**src/usqt_pkg.sv**
```systemverilog
// ============================================================================
// usqt_pkg
// Shared types, constants and helpers of the UV-sphere quad tessellator.
// ============================================================================
package usqt_pkg;

  // Grid geometry
  localparam int MAX_GRID_SIDE = 256;
  localparam int CNT_W         = $clog2(MAX_GRID_SIDE) + 1;  // count register width
  localparam int POS_W         = CNT_W - 1;                  // column / row width
  localparam int HALF_W        = POS_W - 1;                  // (count - 1) / 2
  localparam int RESET_COUNT   = 16;

  // Reciprocal ceil(2^32 / d) used for the exact angle quotients
  localparam int RECIP_SHIFT = 32;
  localparam int RECIP_W     = RECIP_SHIFT + 1;
  localparam logic [RECIP_W-1:0] RESET_RECIP =
    RECIP_W'(((64'd1 << RECIP_SHIFT) + 64'(RESET_COUNT - 2)) / 64'(RESET_COUNT - 1));

  // Fixed-point sine
  localparam int Q14_ONE = 16384;
  localparam int SIN_A   = 102944;
  localparam int SIN_B   = 42048;
  localparam int SIN_C   = 4640;

  // Output sequence
  localparam int CORNERS = 6;
  localparam int CORN_W  = $clog2(CORNERS);

  // Front/back queue
  localparam int QUEUE_DEPTH = 2;

  // Register indexes
  typedef enum logic [0:0] {
    CFG_ROW_COUNT    = 1'b0,
    CFG_COLUMN_COUNT = 1'b1
  } cfg_idx_e;

  // One classified quad: clamped position and wrapped neighbors
  typedef struct packed {
    logic [POS_W-1:0] c;
    logic [POS_W-1:0] nc;
    logic [POS_W-1:0] r;
    logic [POS_W-1:0] nr;
  } quad_t;

  // Static grid settings handed to the back end
  typedef struct packed {
    logic [CNT_W-1:0]   rows;
    logic [HALF_W-1:0]  col_half;
    logic [HALF_W-1:0]  row_half;
    logic [RECIP_W-1:0] col_recip;
    logic [RECIP_W-1:0] row_recip;
  } grid_t;

  // Front status
  typedef struct packed {
    logic recip_busy;
    logic q_push;
  } fe_status_t;

  // Count clamp into 2 .. MAX_GRID_SIDE
  function automatic logic [CNT_W-1:0] clamp_count(input logic [CNT_W-1:0] v);
    logic [CNT_W-1:0] res;
    if (v < CNT_W'(2)) begin
      res = CNT_W'(2);
    end else if (v > CNT_W'(MAX_GRID_SIDE)) begin
      res = CNT_W'(MAX_GRID_SIDE);
    end else begin
      res = v;
    end
    return res;
  endfunction

endpackage

```
**src/usqt_queue.sv**
```systemverilog
// ============================================================================
// usqt_queue
// Small FIFO of classified quads between the front and the back end.
// ============================================================================
module usqt_queue (
  input  logic              clk_i,
  input  logic              rst_ni,
  input  logic              push_i,
  input  usqt_pkg::quad_t   push_data_i,
  output logic              full_o,
  output logic              valid_o,
  output usqt_pkg::quad_t   data_o,
  input  logic              pop_i
);

  localparam int PTR_W = $clog2(usqt_pkg::QUEUE_DEPTH);
  localparam int CNT_W = $clog2(usqt_pkg::QUEUE_DEPTH + 1);

  usqt_pkg::quad_t mem_q [usqt_pkg::QUEUE_DEPTH];
  logic [PTR_W-1:0] wptr_q, rptr_q;
  logic [CNT_W-1:0] cnt_q;

  assign full_o  = (cnt_q == CNT_W'(usqt_pkg::QUEUE_DEPTH));
  assign valid_o = (cnt_q != '0);
  assign data_o  = mem_q[rptr_q];

  // Storage
  always_ff @(posedge clk_i) begin
    if (push_i) begin
      mem_q[wptr_q] <= push_data_i;
    end
  end

  // Pointers and fill count
  always_ff @(posedge clk_i or negedge rst_ni) begin
    if (!rst_ni) begin
      wptr_q <= '0;
      rptr_q <= '0;
      cnt_q  <= '0;
    end else begin
      if (push_i) begin
        wptr_q <= (wptr_q == PTR_W'(usqt_pkg::QUEUE_DEPTH - 1)) ? '0 : wptr_q + 1'b1;
      end
      if (pop_i) begin
        rptr_q <= (rptr_q == PTR_W'(usqt_pkg::QUEUE_DEPTH - 1)) ? '0 : rptr_q + 1'b1;
      end
      unique case ({push_i, pop_i})
        2'b10:   cnt_q <= cnt_q + 1'b1;
        2'b01:   cnt_q <= cnt_q - 1'b1;
        default: cnt_q <= cnt_q;
      endcase
    end
  end

endmodule

```
**config.mk**
```make
export PLATFORM = sky130hd
export DESIGN_NAME = usqt_queue
export DESIGN_NICKNAME = d
export VERILOG_FILES = /design/src/usqt_pkg.sv /design/src/usqt_queue.sv
export SDC_FILE = /design/constraint.sdc
export NUM_CORES = 1
export LEC_CHECK = 0
export ABC_CLOCK_PERIOD_IN_PS = 2000
export BUFFER_PORTS_ARGS = -buffer_cell sky130_fd_sc_hd__buf_2
export CAP_MARGIN = 40
export CELL_PAD_IN_SITES_DETAIL_PLACEMENT = 1
export CELL_PAD_IN_SITES_GLOBAL_PLACEMENT = 1
export CORE_ASPECT_RATIO = 1.2
export CORE_UTILIZATION = 40
export DETAILED_ROUTE_END_ITERATION = 6
export MAX_ROUTING_LAYER = met4
export PLACE_DENSITY = 0.84
export SKIP_CTS_REPAIR_TIMING = 1
export SLEW_MARGIN = 10
export SYNTH_ARGS = -nofsm -noshare
export SYNTH_HDL_FRONTEND = slang
export SYNTH_SLANG_ARGS = --single-unit
```
**constraint.sdc**
```tcl
create_clock -name clk_i -period 2 [get_ports clk_i]
set_input_delay 0.3 -clock clk_i [delete_from_list [all_inputs] [get_ports clk_i]]
set_output_delay 0.3 -clock clk_i [all_outputs]
set_load 0.01 [all_outputs]
```
# Yosys cells after proc, flatten, opt, wreduce, memory -nomap -nowiden
# Memories as Yosys holds them, arrays and structs flattened.
# Cells that the tools add are included.
# op_classes
addsub	4
n_eq_ne	3
n_mux	5
reduce_logical	2
# ops
op	count
equality test 2 bit, second input constant	2
two-way mux 1 bit	4
case mux 2 bit (2 select lines)	1
nonzero test 2 bit	2
adder 1 bit, second input constant	2
adder 2 x 1 -> 2 bit, second input constant	1
equality test 2 x 1 -> 1 bit, second input constant	1
subtractor 2 x 1 -> 2 bit, second input constant	1
# totals
regBits	4
mem_bits_rw	64
in_bits	36
output_inout_bits	34
word_cells	18
mem_count	1
# mem_list
memory	words	word_bits	read_ports	rd_ports_with_merged_regs	wr	line	rtl
mem_q	2	32	1	0	1	usqt_queue.sv:19	usqt_pkg::quad_t mem_q [usqt_pkg::QUEUE_DEPTH];

# Depth between registers and ports, before layout
# logic_depth
word_depth	2
mapped_depth	5
depth_no_buf	5

# Worst setup path before layout
# Ideal clock, no wire load.
# synth_path
kind	register to register
from	register wptr_q
to	memory mem_q[0][0] in the netlist's numbering (enable)
setup_ps	422
arrival_ps	1759
required_ps	1578
slack_ps	-181
path_stages_with_launch	2
n_path_buf	0
synth_period_minus_slack_ps	2181
path_cell_list	dfrtp_1 nor2_1
# synth_lines
element	line	rtl
from (decl)	usqt_queue.sv:20	logic [PTR_W-1:0] wptr_q, rptr_q;
from (signal assigned)	usqt_queue.sv:42	wptr_q <= (wptr_q == PTR_W'(usqt_pkg::QUEUE_DEPTH - 1)) ? '0 : wptr_q + 1'b1;
to (decl)	usqt_queue.sv:19	
# No word-level cell before the write port.

==> flow_summary.yaml <==
status:
  status: "completed"
setup_path:
  path_class: "reg2out"
  startpoint: "rptr_q"
  slowest_delay_ns: 0.57
  crit_arrival_ns: 1.59
  worstPathRequired_ns: 1.70
  worst_setup_path_end_kind: "output port"
  r2r-start: "wptr_q"
  crit_slowest_cell: "dfrtp_2"
  cp_cell_sequence: "buf_12 -> mux2_4 -> buf_2"
  reg2reg_depth: 2
  path_max_fanout: 15
  start_kind: "flip-flop"
sta:
  max_freq_mhz: 530
  finalSetupTns_ns: 0
  hold_viol: 0
  period_share_pct: 94.3
  rsz0062_at_grt: "false"
  whs_ns: 0.150
  drv_slew: 0
  finClkSkew_ns: 0.00342
  period_minus_slack_ns: 1.89
  slew_headroom_pct: 76.5
  finalSetupViolations: 0
  worstMarginPinSlew_ns: 0.351
logic_synthesis:
  synth.avg_cell_area_um2: 22.8
  syn-num-nets: 153
  seq_area_frac_synth_pct: 76.3
  netlist_area_mm2: 0.00265
  synth_cell_types: 14
  yosysWarningCount: 0
  ys_ff_latch: 68
  syn_inst: 116
finish:
  num-fill-cells: 628
  final_common_cell: "buf_2"
  area.growth.synth_to_final_pct: 23.7
  final_cell_mix: "buf_2, edfxtp_1, mux2_4, clkbuf_8, buf_4"
  nNetsFinal: 236
  drive_gt1_share_pct: 61.1
  antenna_cells: 0
floorplanning:
  pin_count: 70
  die_y_um: 91.1
  row_count: 32
  coreArea_mm2: 0.00641
  start_util_pct: 41.3
  die_x_um: 76.3
  dieArea_mm2: 0.00695
clocking:
  clk_latency_ns: 0.33
  clockBufferDepth: 2
  cts_tree: "yes"
  cts_buffers: 9
  cts_root_buf: "clkbuf_8"
  htreeDepth: 3
  clock-sinks: 68
  cts.clk_slew.worst_paths_ns: 0.07
global_route:
  grt_antenna_before_repair: 0
  grt_overflow: 0
  first_global_vias: 1380
  grt_max_degree: 23
  grt_pass1_wl_um: 6690
  grt_util_all_layers_pct: 13.7
min_path:
  hold_path_startpoint: "push_data_i[16]"
  hold_path.class: "in2reg"
  min_path_cells: 1
placement:
  finalWeightedCongestion: 0.707
  dp_hpwl_um: 3030
  port_buffers: 69
pwr:
  leakage_nw: 1.33
  total_power_mw: 4.43
  power.density_mw_per_mm2: 1350
  ir_drop_v: 0.000801
routing:
  drtPass1Iterations: 6
  wl_per_cell_um: 14.7
  drc: 0
  viasPerCell: 4.42
  vias: 1274
  initialDrtViolationCount: 50
  ant_nets: 0
  wl_um: 4240
flow_run:
  drv_cap: 0
==> final timing paths <==
| kind | endpoint | slack (ns) |
|---|---|---|
| max | data_o[14] | 0.11 |
| min in group asynchronous | rptr_q | 0.29 |
| max in group asynchronous | rptr_q | 1.58 |
| min reg2reg | cnt_q[1] | 0.50 |
| min | mem_q[0][16] | 0.15 |
| max reg2reg | mem_q[0][8] | 0.65 |
==> flip-flops by register name, indices dropped and copies added, names as in the netlist <==
signal,flops
mem_q,64
cnt_q,2
rptr_q,1
wptr_q,1
==> where the power goes <==
group	total, mW	internal [mW]	switching [mW]
sequential	2.05	1.90	0.156
combinational	1.45	0.812	0.642
clock	0.918	0.436	0.482
==> stage by stage <==
step,cell area [µm²],worst slack (ns),instances,utilization [%]
5_1_grt,3280,0.0336,288,51.1
4_1_cts,3270,0.0796,287,51.0
3_5_place_dp,3110,0.464,272,48.5
6_report,3280,0.113,288,51.1
3_3_place_gp,3110,0.487,272,48.5
2_1_floorplan,2650,0.341,116,-
==> per-layer routing <==
metal / share of wire (%) / GRT usage [%] / vias to the layer above
met3: 5.0 / 4.02 / 10
met5: 0 / - / -
li1: - / - / 615
met2: 51 / 22.4 / 47
met1: 41 / 14.7 / 602
met4: 2.3 / 8.17 / 0
==> cell families after synthesis <==
group / share of synthesized area (%)
simple gates: 0.993
xor+xnor: 1.65
buf+inv: 2.83
flops: 76.3
mux: 17.7
fa+ha+maj: 0.472
==> final cells by class <==
type	count	area (µm²)	area share, %
clock buffer	10	128	3.90
clock inverter	5	30.0	0.917
inverter	1	3.75	0.115
multi-input combinational	43	559	17.1
sequential	68	2020	61.8
tap	85	106	3.25
timing repair buffer	76	425	13.0
==> worst max-delay path: cells and delay by family, from the launching register on <==
kind | cells | cell delay (ns)
flip-flops | 1 | 0.57
buffers and inverters | 2 | 0.36
multiplexers | 1 | 0.31
==> synthesized netlist by cell type, drive strengths merged <==
library cell / n / area share (%)
edfxtp: 64 / 73
ha: 1 / 0.47
and2: 1 / 0.24
dfrtp: 4 / 3.8
nor2b: 1 / 0.24
xor2: 3 / 0.99
inv: 1 / 0.14
buf: 4 / 2.7
or2: 1 / 0.24
mux2: 32 / 18
xnor2: 2 / 0.66
nor2: 2 / 0.28
(Power assumes the default switching activity.)
