## src/usqt_pkg.sv

```systemverilog
// ============================================================================
// usqt_pkg
// Shared types, constants and helpers of the UV-sphere quad tessellator.
// ============================================================================
package usqt_pkg;

  // Grid geometry
  localparam int MAX_GRID_SIDE = 256;
  localparam int CNT_W         = $clog2(MAX_GRID_SIDE) + 1;  // count register width
  localparam int POS_W         = CNT_W - 1;                  // column / row width
  localparam int HALF_W        = POS_W - 1;                  // (count - 1) / 2
  localparam int RESET_COUNT   = 16;

  // Reciprocal ceil(2^32 / d) used for the exact angle quotients
  localparam int RECIP_SHIFT = 32;
  localparam int RECIP_W     = RECIP_SHIFT + 1;
  localparam logic [RECIP_W-1:0] RESET_RECIP =
    RECIP_W'(((64'd1 << RECIP_SHIFT) + 64'(RESET_COUNT - 2)) / 64'(RESET_COUNT - 1));

  // Fixed-point sine
  localparam int Q14_ONE = 16384;
  localparam int SIN_A   = 102944;
  localparam int SIN_B   = 42048;
  localparam int SIN_C   = 4640;

  // Output sequence
  localparam int CORNERS = 6;
  localparam int CORN_W  = $clog2(CORNERS);

  // Front/back queue
  localparam int QUEUE_DEPTH = 2;

  // Register indexes
  typedef enum logic [0:0] {
    CFG_ROW_COUNT    = 1'b0,
    CFG_COLUMN_COUNT = 1'b1
  } cfg_idx_e;

  // One classified quad: clamped position and wrapped neighbors
  typedef struct packed {
    logic [POS_W-1:0] c;
    logic [POS_W-1:0] nc;
    logic [POS_W-1:0] r;
    logic [POS_W-1:0] nr;
  } quad_t;

  // Static grid settings handed to the back end
  typedef struct packed {
    logic [CNT_W-1:0]   rows;
    logic [HALF_W-1:0]  col_half;
    logic [HALF_W-1:0]  row_half;
    logic [RECIP_W-1:0] col_recip;
    logic [RECIP_W-1:0] row_recip;
  } grid_t;

  // Front status
  typedef struct packed {
    logic recip_busy;
    logic q_push;
  } fe_status_t;

  // Count clamp into 2 .. MAX_GRID_SIDE
  function automatic logic [CNT_W-1:0] clamp_count(input logic [CNT_W-1:0] v);
    logic [CNT_W-1:0] res;
    if (v < CNT_W'(2)) begin
      res = CNT_W'(2);
    end else if (v > CNT_W'(MAX_GRID_SIDE)) begin
      res = CNT_W'(MAX_GRID_SIDE);
    end else begin
      res = v;
    end
    return res;
  endfunction

endpackage

```

## src/usqt_front.sv

```systemverilog
// ============================================================================
// usqt_front
// Configuration registers, reciprocal unit and input classification.
// ============================================================================
module usqt_front (
  input  logic                          clk_i,
  input  logic                          rst_ni,
  // configuration channel
  input  logic                          cfg_valid_i,
  output logic                          cfg_ready_o,
  input  logic [0:0]                    cfg_index_i,
  input  logic [usqt_pkg::CNT_W-1:0]    cfg_data_i,
  // input channel
  input  logic                          in_valid_i,
  output logic                          in_ready_o,
  input  logic [usqt_pkg::POS_W-1:0]    column_i,
  input  logic [usqt_pkg::POS_W-1:0]    row_i,
  // queue side
  output logic                          q_push_o,
  output usqt_pkg::quad_t               q_data_o,
  input  logic                          q_full_i,
  // to back end
  output usqt_pkg::grid_t               grid_o,
  output usqt_pkg::fe_status_t          status_o
);

  localparam int CNT_W   = usqt_pkg::CNT_W;
  localparam int POS_W   = usqt_pkg::POS_W;
  localparam int RECIP_W = usqt_pkg::RECIP_W;
  localparam int STEP_W  = $clog2(RECIP_W);

  typedef enum logic [2:0] {
    ST_IDLE,
    ST_LOAD_ROWS,
    ST_DIV_ROWS,
    ST_LOAD_COLS,
    ST_DIV_COLS
  } state_e;

  state_e               state_q;
  logic [CNT_W-1:0]     row_count_q, column_count_q;
  logic [CNT_W-1:0]     rows_cl, cols_cl, rd9, cd9;
  logic [POS_W-1:0]     rd, cd, div_d;
  logic [RECIP_W-1:0]   num_q, quo_q, row_recip_q, col_recip_q;
  logic [POS_W-1:0]     rem_q;
  logic [STEP_W-1:0]    step_q;
  logic [CNT_W-1:0]     rem_sh, rem_sub;
  logic                 qbit;
  logic                 cfg_acc, in_acc;

  // Clamped counts and divisors
  always_comb begin
    rows_cl = usqt_pkg::clamp_count(row_count_q);
    cols_cl = usqt_pkg::clamp_count(column_count_q);
    rd9     = rows_cl - CNT_W'(1);
    cd9     = cols_cl - CNT_W'(1);
    rd      = rd9[POS_W-1:0];
    cd      = cd9[POS_W-1:0];
  end

  assign cfg_ready_o = (state_q == ST_IDLE);
  assign in_ready_o  = (state_q == ST_IDLE) && !q_full_i;
  assign cfg_acc     = cfg_valid_i && cfg_ready_o;
  assign in_acc      = in_valid_i && in_ready_o;

  // Configuration registers
  always_ff @(posedge clk_i or negedge rst_ni) begin
    if (!rst_ni) begin
      row_count_q    <= CNT_W'(usqt_pkg::RESET_COUNT);
      column_count_q <= CNT_W'(usqt_pkg::RESET_COUNT);
    end else if (cfg_acc) begin
      unique case (usqt_pkg::cfg_idx_e'(cfg_index_i))
        usqt_pkg::CFG_ROW_COUNT:    row_count_q    <= cfg_data_i;
        usqt_pkg::CFG_COLUMN_COUNT: column_count_q <= cfg_data_i;
        default:                    row_count_q    <= row_count_q;
      endcase
    end
  end

  // Restoring divider step: one quotient bit per cycle
  always_comb begin
    div_d   = (state_q == ST_DIV_ROWS) ? rd : cd;
    rem_sh  = {rem_q, num_q[RECIP_W-1]};
    rem_sub = rem_sh - {1'b0, div_d};
    qbit    = (rem_sh >= {1'b0, div_d});
  end

  // Reciprocal sequencer: ceil(2^32 / d) for rows, then columns
  always_ff @(posedge clk_i or negedge rst_ni) begin
    if (!rst_ni) begin
      state_q     <= ST_IDLE;
      num_q       <= '0;
      quo_q       <= '0;
      rem_q       <= '0;
      step_q      <= '0;
      row_recip_q <= usqt_pkg::RESET_RECIP;
      col_recip_q <= usqt_pkg::RESET_RECIP;
    end else begin
      unique case (state_q)
        ST_IDLE: begin
          if (cfg_acc) state_q <= ST_LOAD_ROWS;
        end
        ST_LOAD_ROWS, ST_LOAD_COLS: begin
          num_q   <= (RECIP_W'(1) << usqt_pkg::RECIP_SHIFT)
                     + RECIP_W'((state_q == ST_LOAD_ROWS) ? rd : cd) - RECIP_W'(1);
          quo_q   <= '0;
          rem_q   <= '0;
          step_q  <= STEP_W'(RECIP_W - 1);
          state_q <= (state_q == ST_LOAD_ROWS) ? ST_DIV_ROWS : ST_DIV_COLS;
        end
        ST_DIV_ROWS, ST_DIV_COLS: begin
          num_q  <= num_q << 1;
          rem_q  <= qbit ? rem_sub[POS_W-1:0] : rem_sh[POS_W-1:0];
          quo_q  <= {quo_q[RECIP_W-2:0], qbit};
          step_q <= step_q - 1'b1;
          if (step_q == '0) begin
            if (state_q == ST_DIV_ROWS) begin
              row_recip_q <= {quo_q[RECIP_W-2:0], qbit};
              state_q     <= ST_LOAD_COLS;
            end else begin
              col_recip_q <= {quo_q[RECIP_W-2:0], qbit};
              state_q     <= ST_IDLE;
            end
          end
        end
        default: state_q <= ST_IDLE;
      endcase
    end
  end

  // Classify: clamp position, wrap next column and row
  always_comb begin
    logic [CNT_W-1:0] c9, r9, nc9, nr9;
    c9  = ({1'b0, column_i} >= cols_cl) ? cd9 : {1'b0, column_i};
    r9  = ({1'b0, row_i} >= rows_cl) ? rd9 : {1'b0, row_i};
    nc9 = c9 + CNT_W'(1);
    nr9 = r9 + CNT_W'(1);
    q_data_o.c  = c9[POS_W-1:0];
    q_data_o.r  = r9[POS_W-1:0];
    q_data_o.nc = (nc9 == cols_cl) ? '0 : nc9[POS_W-1:0];
    q_data_o.nr = (nr9 == rows_cl) ? '0 : nr9[POS_W-1:0];
  end

  assign q_push_o = in_acc;

  // Static grid settings
  always_comb begin
    grid_o.rows      = rows_cl;
    grid_o.col_half  = cd[POS_W-1:1];
    grid_o.row_half  = rd[POS_W-1:1];
    grid_o.col_recip = col_recip_q;
    grid_o.row_recip = row_recip_q;
  end

  assign status_o.recip_busy = (state_q != ST_IDLE);
  assign status_o.q_push     = in_acc;

endmodule

```

## config.mk

```make
export PLATFORM = sky130hd
export DESIGN_NAME = usqt_front
export DESIGN_NICKNAME = d
export VERILOG_FILES = /design/src/usqt_pkg.sv /design/src/usqt_front.sv
export SDC_FILE = /design/constraint.sdc
export NUM_CORES = 1
export LEC_CHECK = 0
export ABC_AREA = 1
export CORE_MARGIN = 2
export CORE_UTILIZATION = 58
export CTS_CLUSTER_DIAMETER = 40
export DETAILED_ROUTE_END_ITERATION = 10
export DONT_BUFFER_PORTS = 1
export PLACE_DENSITY_LB_ADDON = 0.1
export SYNTH_ARGS = -nofsm -noshare
export SYNTH_HDL_FRONTEND = slang
export SYNTH_SLANG_ARGS = --single-unit
export TNS_END_PERCENT = 50
```

## constraint.sdc

```tcl
create_clock -name clk_i -period 3.43 [get_ports clk_i]
set_input_delay 0.343 -clock clk_i [delete_from_list [all_inputs] [get_ports clk_i]]
set_output_delay 0.343 -clock clk_i [all_outputs]
set_load 0.005 [all_outputs]
```

# --- Yosys cells after proc, flatten, opt, wreduce, memory -nomap -nowiden ---
# Cells that the tools add are included.
totals:
  word_cells: 69
  in_bits: 31
  output_inout_bits: 126
  register_bits: 166
classes:
  n_addsub: 8
  bitwise_logic: 2
  magnitude_cmp: 7
  reduce_logical: 15
  n_eq_ne: 8
  n_mux: 20
op_table:
  columns: ["op", "n"]
  rows:
  - ["33-bit one-hot mux with 2 select lines", 1]
  - ["32-bit one-hot mux with 2 select lines", 1]
  - ["9-bit 2-to-1 mux", 6]
  - ["8-bit 2-to-1 mux", 5]
  - ["33-bit by 8-bit adder with 33-bit output (first input constant)", 1]
  - ["33-bit by 1-bit subtractor with 33-bit output (second input constant)", 1]
  - ["9-bit by 1-bit adder with 9-bit output (second input constant)", 2]
  - ["9-bit == test", 2]
  - ["8-bit by 9-bit >= comparator with 1-bit output", 2]
  - ["9-bit greater-than comparator (second input constant)", 2]
  - ["9-bit by 2-bit < comparator with 1-bit output (second input constant)", 2]
  - ["9-bit by 1-bit subtractor with 9-bit output (second input constant)", 2]
  - ["8-bit one-hot mux with 2 select lines", 1]
  - ["6-bit one-hot mux with 2 select lines", 1]
  - ["9-bit by 8-bit >= comparator with 1-bit output", 1]
  - ["3-bit 2-to-1 mux", 3]
  - ["3-bit one-hot mux with 3 select lines", 1]
  - ["8-bit subtractor", 1]
  - ["3-bit by 2-bit == test with 1-bit output (second input constant)", 2]
  - ["6-bit logical NOT", 1]
  - ["2-bit AND reduction", 3]
  - ["3-bit AND reduction", 2]
  - ["6-bit by 1-bit subtractor with 6-bit output (second input constant)", 1]
  - ["2-bit OR reduction", 2]
  - ["other kinds (11)", 14]

# --- Depth between registers and ports, before layout ---
depth:
  word_depth: 8
  depth_mapped: 29
  depth_no_buf: 27

# --- Worst setup path before layout ---
# Ideal clock, no wire load.
synth_path:
  kind: "reg2out"
  startpoint: "reg row_count_q[3]"
  endpoint: "out q_data_o[0] (netlist name)"
  required_time_ps: 3087
  setup_slack_ps: -275
  n_path_buf: 1
  path_stages_with_launch: 26
  t_arrival_ps: 3362
  cell_sequence: "dfrtp_1 -> nor2_1 -> nand4_1 -> nand2_2 -> inv_1 -> nor2_1 -> inv_1 -> ha_1 -> inv_1 -> nor2_1 -> a21boi_2 -> nand4_2 -> buf_4 -> nand2_1 -> o21ai_1 -> ha_1 -> inv_1 -> xor2_1 -> a21oi_1 -> nand2_1 -> nor2_1 -> nand3_1 -> nor2_1 -> nand3_1 -> nor2_4 -> nor2_1"
synth_rtl:
  columns: ["item", "line_no", "text"]
  rows:
  - ["start, declared", "usqt_front.sv:41", "logic [CNT_W-1:0] row_count_q, column_count_q;"]
  - ["start signal, assigned", "usqt_front.sv:69", "row_count_q <= CNT_W'(usqt_pkg::RESET_COUNT);"]
  - ["start signal, assigned", "usqt_front.sv:73", "usqt_pkg::CFG_ROW_COUNT: row_count_q <= cfg_data_i;"]
  - ["start signal, assigned", "usqt_front.sv:75", "default: row_count_q <= row_count_q;"]
  - ["end, declared", "usqt_front.sv:20", "output usqt_pkg::quad_t q_data_o,"]

==> impl_metrics.env <==
export IMPL_status="finished, violations left"
export IMPL_violations="hold timing, setup timing"
export IMPL_finClkSkew_ns=0.0162
export IMPL_r2r_slack_ns=-0.21
export IMPL_ys_flop_type="dfrtp_1"
export IMPL_max_slew_margin=0.282
export IMPL_vias=8531
export IMPL_syn_to_final_growth_pct=26.0
export IMPL_final_cells=1553
export IMPL_synth_enable_flop_cells=0
export IMPL_drc_errors=0
export IMPL_synth_nets=1259
export IMPL_cts_root_buffer="clkbuf_16"
export IMPL_antenna_found_initial=1
export IMPL_track_usage=0.289
export IMPL_gp_congestion=0.933
export IMPL_worst_slew_pin_slew_ns=1.07
export IMPL_ant_nets=0
export IMPL_crit_fanout=7
export IMPL_grt_pass1_vias=8184
export IMPL_r2r_end="rem_q[2]$_DFFE_PN0P_"
export IMPL_h_tree_depth=4
export IMPL_cp_data_arrival_time_ns=3.82
export IMPL_fin_crit_ns=4.16
export IMPL_place_inst=1495
export IMPL_cp_required_ns=3.09
export IMPL_vdd_drop_max_uv=638
export IMPL_grt_pass1_wl_um=39000
export IMPL_fin_nets=1387
export IMPL_drive_gt1_frac=0.294
export IMPL_ys_ff_latch=166
export IMPL_max_freq_ghz=0.240
export IMPL_pre_cts_ws_ns=-0.350
export IMPL_ys_top_cells_by_area="dfrtp_1, nand2_1, o21ai_0"
export IMPL_worstSetupEndpointType="primary output"
export IMPL_clkTransAtPathRegs_ns=0.08
export IMPL_yosysMostFrequentCell="nand2_1"
export IMPL_min_path_type="primary input to asynchronous set/reset pin"
export IMPL_initial_utilization=0.590
export IMPL_yosys_warnings=0
export IMPL_synth_top_area_cell="dfrtp_1"
export IMPL_drv_cap=0
export IMPL_fin_util=0.744
export IMPL_cts_tree="built"
export IMPL_dieArea_mm2=0.0171
export IMPL_synth_top_cell_area_share=0.397
export IMPL_ys_seq_area_frac=0.447
export IMPL_viasPerCell=5.49
export IMPL_synth_async_reset_ratio=1.00
export IMPL_numClockSinks=166
export IMPL_totalWireLength_um=24500
export IMPL_top_layer="met4"
export IMPL_setup_ws_ns=-0.734
export IMPL_rr_startpoint="column_count_q[4]$_DFFE_PN1P_"
export IMPL_fp_row_count=46
export IMPL_yosysUniqueCellTypes=48
export IMPL_fp_dieH_um=131
export IMPL_hpwl_um=16600
export IMPL_timing_final_hold_violations=166
export IMPL_chipWidth_um=131
export IMPL_drv_slew=0
export IMPL_grt_max_degree=167
export IMPL_powerDensity_mw_per_mm2=1160
export IMPL_clock_latency_ns=0.44
export IMPL_dr_wl_met2_um=12200
export IMPL_core_area_mm2=0.0158
export IMPL_fin_hold_ws_ns=-0.408
export IMPL_io_pins=157
export IMPL_min_period_over_period=1.21
export IMPL_crit_type="flop to primary output"
export IMPL_rsz0062_at_grt="true"
export IMPL_cp_start_kind="flop"
export IMPL_syn_mean_instance_area_um2=7.82
export IMPL_dr_pass1_iters=5
export IMPL_ys_top_cells_by_count="nand2_1, dfrtp_1, inv_1"
export IMPL_wl_per_cell_um=15.8
export IMPL_clock_path_buffers=2
export IMPL_p_leak_nw=5.82
export IMPL_area_sequential_mm2=0.00418
export IMPL_reg2regPathDepth=26
export IMPL_setup_viol=25
export IMPL_first_iter_violations=515
export IMPL_synth_area_mm2=0.00934
export IMPL_multi_input_area_mm2=0.00489
export IMPL_drt_met1_wl_um=10200
export IMPL_met3RoutedLength_um=1720
export IMPL_cts_buffers=17
export IMPL_grt_ovfl_total=0
export IMPL_nFillCells=1194
export IMPL_postSynthCellCount=1195
export IMPL_portBuffers=0
==> cell type report <==
type	count	area share
diodes	1	0.000213
clock buffers	17	0.0361
clock inverters	15	0.0177
inverters	155	0.0497
multi-input cells	828	0.415
flip-flops and latches	166	0.355
well taps	216	0.0230
repair buffers	155	0.103
==> cells in the final DEF, fill, tap and decap left out, types with 7 or more instances in the layout <==
| cell type | Yosys | layout |
|---|---|---|
| nor2_4 | 4 | 16 |
| o21ai_1 | 7 | 7 |
| ha_4 | 0 | 14 |
| o21ai_2 | 7 | 7 |
| a22oi_1 | 22 | 22 |
| clkinv_8 | 0 | 7 |
| inv_1 | 147 | 132 |
| nand2_2 | 25 | 55 |
| nand4_1 | 11 | 11 |
| nand3_1 | 69 | 65 |
| o22ai_1 | 39 | 39 |
| o21ai_0 | 124 | 121 |
| clkbuf_16 | 0 | 17 |
| inv_2 | 6 | 19 |
| or2_2 | 7 | 7 |
| nor2_2 | 7 | 25 |
| nand2_4 | 2 | 11 |
| dfrtp_1 | 148 | 147 |
| ha_1 | 32 | 17 |
| buf_4 | 6 | 147 |
| dfstp_2 | 18 | 18 |
| a21oi_1 | 16 | 13 |
| nand2_1 | 322 | 283 |
| nor2_1 | 83 | 53 |
==> power breakdown <==
| part | internal, mW | switching, mW |
|---|---|---|
| Clock | 1.01 | 0.981 |
| Sequential | 2.30 | 0.241 |
| Combinational | 3.80 | 5.28 |
==> per-stage QoR <==
step	instance area [um2]	setup TNS [ns]	power, mW
after global placement	10500	-3.01	10.4
after global routing	11800	-16.89	14.7
after CTS	11500	-9.20	13.1
after floorplan	9500	-0.632	7.67
final	11800	-10.70	13.6
after detailed placement	10500	-4.63	10.5
==> cell families after synthesis <==
kind of cell | share of synthesized area
buffers and inverters | 0.0888
adder cells (fa/ha/maj) | 0.0450
XOR/XNOR | 0.00750
flip-flops | 0.447
multiplexers | 0.00603
AO/OA/AOI/OAI | 0.143
AND/OR/NAND/NOR | 0.262
==> routing by layer <==
layer | GRT usage | vias up
met1 | 0.363 | 4081
met2 | 0.503 | 243
met3 | 0.0672 | 45
met4 | 0.0782 | 0
met5 | 0 | -
li1 | - | 4162
==> flip-flops by register name, indices dropped and copies added (netlist names) <==
signal / cells
col_recip_q: 33
row_recip_q: 33
step_q: 6
row_count_q: 9
quo_q: 32
state_q: 3
column_count_q: 9
rem_q: 8
num_q: 33
==> worst max-delay path by stage <==
stage	cells past startpoint	from	to	slack [ns]
after detailed placement	25	row_count_q[6]$_DFFE_PN0P_	q_data_o[6]	-0.35
after global placement	25	row_count_q[6]$_DFFE_PN0P_	q_data_o[6]	-0.23
final	24	row_count_q[3]$_DFFE_PN0P_	q_data_o[2]	-0.73
after floorplan	25	row_count_q[2]$_DFFE_PN0P_	q_data_o[0]	-0.09
after global routing	24	row_count_q[3]$_DFFE_PN0P_	q_data_o[2]	-1.02
after CTS	26	row_count_q[5]$_DFFE_PN0P_	q_data_o[1]	-0.65
==> timing repair <==
item                                    in CTS  in global routing
endpoints found under the hold margin      166                166
buffers inserted                            17                  8
endpoints found under the setup margin      27                 43
gates resized for setup                     54                 54
pin swaps                                   41                 46
==> critical path, cell delays in order, from the launching register on <==
cell      delay [ns]
dfrtp_1         0.40
nor2_2          0.15
nand4_1         0.17
nand2_4         0.18
inv_4           0.06
nor2_4          0.09
inv_2           0.06
ha_4            0.28
nand3_4         0.09
nand3b_1        0.21
nand4_4         0.15
buf_4           0.14
o21ai_4         0.06
ha_4            0.26
inv_2           0.03
xor2_1          0.15
a21oi_1         0.11
nand2_1         0.07
nor2_1          0.09
nand3_1         0.08
nor2_1          0.11
nand3_1         0.13
nor2_4          0.17
buf_12          0.14
nor2_2          0.04
Note: power is estimated with default switching activity, not from simulation.
